===== src/balt_pkg.sv =====
`default_nettype none
package balt_pkg;

  localparam int HEAP_BYTES  = 4096;
  localparam int TRACK_DEPTH = 64;
  localparam int IDX_W       = $clog2(TRACK_DEPTH);
  localparam int CNT_W       = 7;
  localparam int LEVEL_W     = 13;
  localparam int SIZE_W      = 16;
  localparam int SITE_W      = 16;
  localparam int SUM_W       = 18;

  typedef enum logic [1:0] {
    REQ_ALLOC = 2'd0,
    REQ_FREE  = 2'd1,
    REQ_CLEAR = 2'd2,
    REQ_LIST  = 2'd3
  } req_t;

  typedef enum logic [3:0] {
    RC_ALLOC_TRACKED   = 4'd0,
    RC_ALLOC_UNTRACKED = 4'd1,
    RC_NO_SPACE        = 4'd2,
    RC_FREE_MATCH      = 4'd3,
    RC_FREE_UNTRACKED  = 4'd4,
    RC_NULL_FREE       = 4'd5,
    RC_CLEARED         = 4'd6,
    RC_LEAK            = 4'd7,
    RC_NO_LEAKS        = 4'd8
  } result_t;

  typedef enum logic [2:0] {
    ST_IDLE,
    ST_ALLOC,
    ST_FREE_CHK,
    ST_FREE_LAST,
    ST_FREE_WR,
    ST_EMIT,
    ST_LIST_OUT
  } state_t;

  typedef struct packed {
    logic [SITE_W-1:0]  site;
    logic [SIZE_W-1:0]  size;
    logic [LEVEL_W-1:0] offset;
  } rec_t;

  localparam int REC_W = $bits(rec_t);

endpackage
`default_nettype wire


===== src/bump_allocator_leak_tracker_top.sv =====
// Channel | Dir | Handshake          | Payload
// s       | in  | s_tvalid/s_tready  | s_tuser req_type, s_tdata request fields
// m       | out | m_tvalid/m_tready  | m_tuser result_code, m_tdata result, m_tlast
//
// Allocate runs ST_ALLOC, then ST_EMIT, which loads the output register.
// Free scans the table one record per cycle through the table RAM read port;
// on a match, the last record is read and then written into the hole.
// List emits one record per cycle while m_tready stays high.
// rst clears counters, levels and record count; the table RAM keeps its contents.
// A stalled output holds the sequencer only where it must load the output register.
`default_nettype none
module bump_allocator_leak_tracker_top (
  input  wire logic         clk,
  input  wire logic         rst,
  input  wire logic         s_tvalid,
  output logic              s_tready,
  // request_size[15:0], site_tag[31:16], block_address[44:32], pointer_null[45]
  input  wire logic [47:0]  s_tdata,
  // req_type[1:0]
  input  wire logic [1:0]   s_tuser,
  output logic              m_tvalid,
  input  wire logic         m_tready,
  // block_offset[12:0], record_size[28:13], record_site[44:29], live_records[51:45],
  // heap_level[64:52], heap_high_mark[77:65], alloc_total[109:78], free_total[141:110]
  output logic      [143:0] m_tdata,
  // result_code[3:0]
  output logic      [3:0]   m_tuser,
  output logic              m_tlast
);

  balt_pkg::state_t  state, state_next;

  logic [balt_pkg::CNT_W-1:0]   record_count;
  logic [balt_pkg::LEVEL_W-1:0] used_level;
  logic [balt_pkg::LEVEL_W-1:0] peak_level;
  logic [31:0]                  alloc_counter;
  logic [31:0]                  free_counter;

  // latched request
  logic [balt_pkg::SIZE_W-1:0]  req_size;
  logic [balt_pkg::SITE_W-1:0]  req_site;
  logic [balt_pkg::LEVEL_W-1:0] req_addr;

  logic [balt_pkg::IDX_W-1:0]   idx;
  balt_pkg::result_t            code;
  logic [balt_pkg::LEVEL_W-1:0] res_off;

  // output register
  balt_pkg::result_t            out_code;
  logic [balt_pkg::LEVEL_W-1:0] out_off;
  logic [balt_pkg::SIZE_W-1:0]  out_size;
  logic [balt_pkg::SITE_W-1:0]  out_site;
  logic [balt_pkg::CNT_W-1:0]   out_count;
  logic [balt_pkg::LEVEL_W-1:0] out_level;
  logic [balt_pkg::LEVEL_W-1:0] out_peak;
  logic [31:0]                  out_alloc;
  logic [31:0]                  out_free_cnt;

  logic                         wr_en;
  logic [balt_pkg::IDX_W-1:0]   wr_addr;
  balt_pkg::rec_t               wr_rec;
  logic [balt_pkg::IDX_W-1:0]   rd_addr;
  logic [balt_pkg::REC_W-1:0]   rd_data;
  balt_pkg::rec_t               rd_rec;

  logic                         accept;
  logic                         out_free;
  logic                         load_out;
  logic [balt_pkg::SUM_W-1:0]   aligned;
  logic [balt_pkg::SUM_W-1:0]   level_sum;
  logic                         fits;
  logic                         has_room;
  logic                         match;
  logic                         at_last;
  balt_pkg::req_t               in_req;

  balt_ram #(
    .WIDTH (balt_pkg::REC_W),
    .DEPTH (balt_pkg::TRACK_DEPTH)
  ) u_table (
    .clk     (clk),
    .wr_en   (wr_en),
    .wr_addr (wr_addr),
    .wr_data (wr_rec),
    .rd_addr (rd_addr),
    .rd_data (rd_data)
  );

  assign rd_rec   = balt_pkg::rec_t'(rd_data);
  assign in_req   = balt_pkg::req_t'(s_tuser);
  assign accept   = s_tvalid && s_tready;
  assign out_free = !m_tvalid || m_tready;
  assign load_out = out_free && (state inside {balt_pkg::ST_EMIT, balt_pkg::ST_LIST_OUT});

  // shared datapath: level adder and compares
  assign aligned   = (balt_pkg::SUM_W'(req_size) + balt_pkg::SUM_W'(3))
                     & ~balt_pkg::SUM_W'(3);
  assign level_sum = balt_pkg::SUM_W'(used_level) + aligned;
  assign fits      = level_sum <= balt_pkg::SUM_W'(balt_pkg::HEAP_BYTES);
  assign has_room  = record_count < balt_pkg::CNT_W'(balt_pkg::TRACK_DEPTH);
  assign match     = rd_rec.offset == req_addr;
  assign at_last   = (balt_pkg::CNT_W'(idx) + balt_pkg::CNT_W'(1)) == record_count;

  always_comb begin
    state_next = state;
    case (state)
      balt_pkg::ST_IDLE: begin
        if (accept) begin
          case (in_req)
            balt_pkg::REQ_ALLOC: state_next = balt_pkg::ST_ALLOC;
            balt_pkg::REQ_FREE: begin
              if (s_tdata[45] || record_count == '0) begin
                state_next = balt_pkg::ST_EMIT;
              end else begin
                state_next = balt_pkg::ST_FREE_CHK;
              end
            end
            balt_pkg::REQ_CLEAR: state_next = balt_pkg::ST_EMIT;
            balt_pkg::REQ_LIST: begin
              if (record_count == '0) begin
                state_next = balt_pkg::ST_EMIT;
              end else begin
                state_next = balt_pkg::ST_LIST_OUT;
              end
            end
            default: state_next = balt_pkg::ST_IDLE;
          endcase
        end
      end
      balt_pkg::ST_ALLOC: state_next = balt_pkg::ST_EMIT;
      balt_pkg::ST_FREE_CHK: begin
        if (match) begin
          state_next = balt_pkg::ST_FREE_LAST;
        end else if (at_last) begin
          state_next = balt_pkg::ST_EMIT;
        end
      end
      balt_pkg::ST_FREE_LAST: state_next = balt_pkg::ST_FREE_WR;
      balt_pkg::ST_FREE_WR: state_next = balt_pkg::ST_EMIT;
      balt_pkg::ST_EMIT: begin
        if (out_free) begin
          state_next = balt_pkg::ST_IDLE;
        end
      end
      balt_pkg::ST_LIST_OUT: begin
        if (out_free && at_last) begin
          state_next = balt_pkg::ST_IDLE;
        end
      end
      default: state_next = balt_pkg::ST_IDLE;
    endcase
  end

  always_comb begin
    s_tready = 1'b0;
    wr_en    = 1'b0;
    wr_addr  = idx;
    wr_rec   = rd_rec;
    rd_addr  = '0;
    case (state)
      balt_pkg::ST_IDLE: s_tready = 1'b1;
      balt_pkg::ST_ALLOC: begin
        wr_en       = fits && has_room;
        wr_addr     = record_count[balt_pkg::IDX_W-1:0];
        wr_rec.site = req_site;
        wr_rec.size = req_size;
        wr_rec.offset = used_level;
      end
      // prefetch the next record while comparing this one
      balt_pkg::ST_FREE_CHK: rd_addr = idx + balt_pkg::IDX_W'(1);
      balt_pkg::ST_FREE_LAST: begin
        rd_addr = balt_pkg::IDX_W'(record_count - balt_pkg::CNT_W'(1));
      end
      balt_pkg::ST_FREE_WR: wr_en = 1'b1;
      balt_pkg::ST_LIST_OUT: rd_addr = out_free ? idx + balt_pkg::IDX_W'(1) : idx;
      default: rd_addr = '0;
    endcase
  end

  always_ff @(posedge clk) begin
    if (rst) begin
      state         <= balt_pkg::ST_IDLE;
      record_count  <= '0;
      used_level    <= '0;
      peak_level    <= '0;
      alloc_counter <= '0;
      free_counter  <= '0;
      m_tvalid      <= 1'b0;
    end else begin
      state <= state_next;
      if (load_out) begin
        m_tvalid <= 1'b1;
      end else if (m_tready) begin
        m_tvalid <= 1'b0;
      end
      case (state)
        balt_pkg::ST_IDLE: begin
          if (accept) begin
            req_size <= s_tdata[15:0];
            req_site <= s_tdata[31:16];
            req_addr <= s_tdata[44:32];
            idx      <= '0;
            res_off  <= '0;
            case (in_req)
              balt_pkg::REQ_FREE: begin
                if (s_tdata[45]) begin
                  code <= balt_pkg::RC_NULL_FREE;
                end else if (record_count == '0) begin
                  code         <= balt_pkg::RC_FREE_UNTRACKED;
                  free_counter <= free_counter + 32'd1;
                end
              end
              balt_pkg::REQ_CLEAR: begin
                record_count  <= '0;
                used_level    <= '0;
                peak_level    <= '0;
                alloc_counter <= '0;
                free_counter  <= '0;
                code          <= balt_pkg::RC_CLEARED;
              end
              balt_pkg::REQ_LIST: code <= balt_pkg::RC_NO_LEAKS;
              default: code <= balt_pkg::RC_NO_SPACE;
            endcase
          end
        end
        balt_pkg::ST_ALLOC: begin
          if (!fits) begin
            code <= balt_pkg::RC_NO_SPACE;
          end else begin
            res_off       <= used_level;
            used_level    <= level_sum[balt_pkg::LEVEL_W-1:0];
            alloc_counter <= alloc_counter + 32'd1;
            if (level_sum[balt_pkg::LEVEL_W-1:0] > peak_level) begin
              peak_level <= level_sum[balt_pkg::LEVEL_W-1:0];
            end
            if (has_room) begin
              record_count <= record_count + balt_pkg::CNT_W'(1);
              code         <= balt_pkg::RC_ALLOC_TRACKED;
            end else begin
              code <= balt_pkg::RC_ALLOC_UNTRACKED;
            end
          end
        end
        balt_pkg::ST_FREE_CHK: begin
          if (!match) begin
            if (at_last) begin
              code         <= balt_pkg::RC_FREE_UNTRACKED;
              free_counter <= free_counter + 32'd1;
            end else begin
              idx <= idx + balt_pkg::IDX_W'(1);
            end
          end
        end
        balt_pkg::ST_FREE_WR: begin
          record_count <= record_count - balt_pkg::CNT_W'(1);
          free_counter <= free_counter + 32'd1;
          code         <= balt_pkg::RC_FREE_MATCH;
        end
        balt_pkg::ST_EMIT: begin
          if (out_free) begin
            m_tlast      <= 1'b1;
            out_code     <= code;
            out_off      <= res_off;
            out_size     <= '0;
            out_site     <= '0;
            out_count    <= record_count;
            out_level    <= used_level;
            out_peak     <= peak_level;
            out_alloc    <= alloc_counter;
            out_free_cnt <= free_counter;
          end
        end
        balt_pkg::ST_LIST_OUT: begin
          if (out_free) begin
            m_tlast      <= at_last;
            out_code     <= balt_pkg::RC_LEAK;
            out_off      <= rd_rec.offset;
            out_size     <= rd_rec.size;
            out_site     <= rd_rec.site;
            out_count    <= record_count;
            out_level    <= used_level;
            out_peak     <= peak_level;
            out_alloc    <= alloc_counter;
            out_free_cnt <= free_counter;
            idx          <= idx + balt_pkg::IDX_W'(1);
          end
        end
        default: idx <= idx;
      endcase
    end
  end

  assign m_tuser = out_code;
  assign m_tdata = {2'b00, out_free_cnt, out_alloc, out_peak, out_level, out_count,
                    out_site, out_size, out_off};

  a_count_bound: assert property (@(posedge clk) disable iff (rst)
    record_count <= balt_pkg::CNT_W'(balt_pkg::TRACK_DEPTH))
    else $error("record count beyond table depth");

  a_peak_covers_level: assert property (@(posedge clk) disable iff (rst)
    peak_level >= used_level)
    else $error("peak level below used level");

  a_level_bound: assert property (@(posedge clk) disable iff (rst)
    used_level <= balt_pkg::LEVEL_W'(balt_pkg::HEAP_BYTES))
    else $error("used level beyond heap");

  a_free_drops_one: assert property (@(posedge clk) disable iff (rst)
    state == balt_pkg::ST_FREE_WR |=>
      record_count == balt_pkg::CNT_W'($past(record_count) - balt_pkg::CNT_W'(1)))
    else $error("matched free did not remove exactly one record");

endmodule
`default_nettype wire


===== src/balt_ram.sv =====
`default_nettype none
module balt_ram #(
  parameter int WIDTH = 8,
  parameter int DEPTH = 64
) (
  input  wire logic                     clk,
  input  wire logic                     wr_en,
  input  wire logic [$clog2(DEPTH)-1:0] wr_addr,
  input  wire logic [WIDTH-1:0]         wr_data,
  input  wire logic [$clog2(DEPTH)-1:0] rd_addr,
  output logic      [WIDTH-1:0]         rd_data
);

  logic [WIDTH-1:0] mem [DEPTH];

  always_ff @(posedge clk) begin
    if (wr_en) begin
      mem[wr_addr] <= wr_data;
    end
    rd_data <= mem[rd_addr];
  end

endmodule
`default_nettype wire

===== config.mk =====
export PLATFORM = sky130hd
export DESIGN_NAME = bump_allocator_leak_tracker_top
export DESIGN_NICKNAME = d
export VERILOG_FILES = /design/src/balt_pkg.sv /design/src/bump_allocator_leak_tracker_top.sv /design/src/balt_ram.sv
export SDC_FILE = /design/constraint.sdc
export NUM_CORES = 2
export LEC_CHECK = 0
export BUFFER_PORTS_ARGS = -buffer_cell sky130_fd_sc_hd__buf_2
export CAP_MARGIN = 40
export CORE_MARGIN = 1.5
export CORE_UTILIZATION = 60
export DETAILED_ROUTE_END_ITERATION = 10
export PLACE_DENSITY = 0.77
export SYNTH_ARGS = -nofsm -noshare
export SYNTH_HDL_FRONTEND = slang
export SYNTH_SLANG_ARGS = --single-unit

===== constraint.sdc =====
create_clock -name clk -period 14.6 [get_ports clk]
set_input_delay 0.73 -clock clk [delete_from_list [all_inputs] [get_ports clk]]
set_output_delay 0.73 -clock clk [all_outputs]
set_load 0.05 [all_outputs]

==> qor.txt <==
first-pass GRT wire length = 506,000 um
I/O Pins = 205
warnings from Yosys = 0
htree depth = 5
CP Class = reg2reg
gr usage total = 0.341
P per Cell Area = 198 mW/mm^2
worst-margin pin slew = 1110 ps
Routed WL = 362,000 um
Clock transition at path regs = 60 ps
Final Total Pwr = 28.0 mW
final worst slack = 7880 ps
Post-Syn Instances = 6,617
clock power share = 0.283
die height = 460 um
GRT overflow = 0
RR Endpoint = u_table.rd_data[30]
antenna violations before repair = 29
fin. max-slew vios = 0
Mean Syn Cell Area = 18.9 sq um
number of global-route vias before repair = 70.0k
DP Wirelength = 196,000 um
post-synth cell types = 81
largest net degree at the start of global routing = 165
reg-to-reg slack, setup = 7880 ps
Setup Skew = 54.7 ps
ys flop type = edfxtp_1
RSZ-0062 raised after global routing = no
routed length on met2 = 164,000 um
Highest Clock Rate = 149 MHz
fin crit period = 6720 ps
synthesized cell area = 0.125 sq mm
die area = 0.211 sq mm
Detailed Routing Iterations Pass 1 = 8
setup TNS = 0 ps
Final Core Density = 0.685
Via-to-Cell Ratio = 7.15
DRT iter0 DRCs = 12.7k
# DRC = 0
PortBufs = 200
Core Box Area = 0.207 sq mm
Sink Count = 3,241
worst hold start = s_tdata[0]
Synth async-reset ratio = 0
worst vdd ir = 0.177 mV
Hold Fails Final Rpt = 0
placed cell count = 9,448
row cnt = 167
sequential share of the synthesized area = 0.766
worst hold endpoint = req_size[0]
R2R cell count = 13
Critical Path End Type = flip-flop
Max Cap Violations = 0
CP startpoint kind = flip-flop
relative max-transition margin = 0.254
hold depth = 1
maximum fanout along the worst path = 83
EDFF count, synth = 3,095
final setup fails = 0
final net count = 7,126
worst min-delay path class = in2reg
synthesized flop and latch total = 3,241
most common cell after layout, fill and taps aside = edfxtp_1
most frequent cells in the layout = edfxtp_1, mux4_2, nand2_1, clkbuf_16, and3_1
sw frac = 0.325
Final Cycle Share = 0.460
die width = 460 um
Logic pwr share = 0.263
Skew-Pair Late Insertion Delay = 950 ps
Routed met1 length = 118,000 um
CTS tree = built
vias = 71.9k
Max Buffers Root-to-Sink = 4
dpl ws = 7730 ps
metal3 WL = 52,100 um
Clock Root Buffer = clkbuf_16
routed len/inst = 36.0 um
Initial Util = 0.604
Final Non-Filler Cells = 10.1k
run status = finished clean
Area growth syn-to-layout = 13.4%
Required @ worst endpoint = 15,390 ps
ratio of cells with drive above 1 in the final layout = 0.235
CTS resizes = 0
register share of total power = 0.454
GP Congestion = 0.908
Pint = 18.9 mW
CP arrival = 7510 ps
Worst R2R Start = record_count[0]
leakage power total = 46.3 nW
Num CTS Buffers = 324
post-route ant nets = 0
NetSw = 9.11 mW
Top Metal Used = met5
-- repair_timing --
item                                   CTS  global route
buffers inserted                         0             0
setup endpoints to repair                0             0
hold buffers                            44             0
endpoints found under the hold margin   44             0
-- cells in the mapped netlist (11+ instances only) --
cell,number,area (sq um)
nor4_1,108,676
or3_1,60,375
o21ai_0,46,230
a2111oi_0,11,96.3
buf_1,34,128
o31ai_1,12,90.1
dfxtp_1,146,2920
o22ai_1,217,1360
or2_2,20,125
xnor2_1,47,412
a31oi_1,50,313
a32oi_1,41,359
buf_2,112,561
nor3_1,115,576
a211oi_1,201,1510
a211o_1,18,158
a21o_1,27,203
nor2_1,72,270
a21oi_1,62,310
o22a_1,43,377
mux2_2,99,1110
mux4_2,536,12100
inv_1,40,150
nand4_1,20,125
edfxtp_1,3095,92900
nand3_1,123,616
nand2_1,435,1630
nand2b_1,16,100
and2_1,19,119
a22o_1,19,166
o211ai_1,15,113
clkbuf_1,259,972
and3_1,269,1680
ha_1,36,450
xor2_1,20,175
mux2i_1,50,500
-- worst max-delay path, cell delays in order (launching register included) --
cell	delay, ps
dfxtp_1	690
inv_1	230
a21oi_1	340
o22ai_4	130
buf_4	310
nand2_4	450
buf_4	570
buf_12	490
buf_4	750
buf_4	720
mux4_2	590
mux2_2	280
o22ai_1	550
nor4_1	160
-- stage by stage --
step,hold slack (ps),area [sq um]
2_1_floorplan,403,125000
3_3_place_gp,438,130000
3_5_place_dp,443,131000
4_1_cts,13.7,142000
5_1_grt,37.0,142000
6_report,65.0,142000
-- worst max path at each step --
stage / from / to / cells past startpoint
final: record_count[0] / u_table.rd_data[30] / 13
after global routing: record_count[0] / u_table.rd_data[30] / 13
after CTS: record_count[0] / u_table.rd_data[30] / 13
after detailed placement: m_tready / u_table.rd_data[30] / 14
after global placement: m_tready / u_table.rd_data[30] / 14
after floorplan: state[0] / out_alloc[0] / 5
-- flip-flops by register name, indices dropped and copies added (netlist names), 16 cells and up --
register / count
alloc_counter: 32
free_counter: 32
out_alloc: 32
out_free_cnt: 32
out_site: 16
out_size: 16
req_site: 16
req_size: 16
u_table.mem: 2880
u_table.rd_data: 45
-- power groups by stage --
| stage | combinational [mW] | sequential (mW) | clock [mW] |
|---|---|---|---|
| 6_report | 7.38 | 12.7 | 7.93 |
| 3_5_place_dp | 7.04 | 12.9 | 0 |
| 5_1_grt | 7.61 | 12.7 | 8.29 |
| 2_1_floorplan | 4.07 | 12.8 | 0 |
| 4_1_cts | 7.15 | 12.7 | 7.96 |
| 3_3_place_gp | 6.61 | 12.9 | 0 |
-- kinds of logic after synthesis --
logic type                 Yosys count  synth area share
DFF                               3241             0.766
AOI/OAI and AO/OA                  827            0.0471
other                                1         0.0000300
buffers and inverters              457            0.0152
adders and majority gates           38           0.00384
xor gates and xnor gates            67           0.00469
and+or+nand+nor                   1301            0.0533
muxes                              685             0.109
-- per-layer routing --
| metal | vias up | track usage |
|---|---|---|
| met2 | 6407 | 0.514 |
| met1 | 36100 | 0.438 |
| met5 | - | 0 |
| li1 | 28000 | - |
| met4 | 28 | 0.219 |
| met3 | 1357 | 0.0997 |
-- area by class of cell --
type	count	area, sq um
antenna	12	30.0
inverter	41	154
fill	12100	65200
sequential	3241	95900
clock inverter	120	940
multi-input combinational	2920	28000
timing repair buffer	507	4450
tap	2788	3490
clock buffer	434	8960
Power figures use the tool's default switching activity.
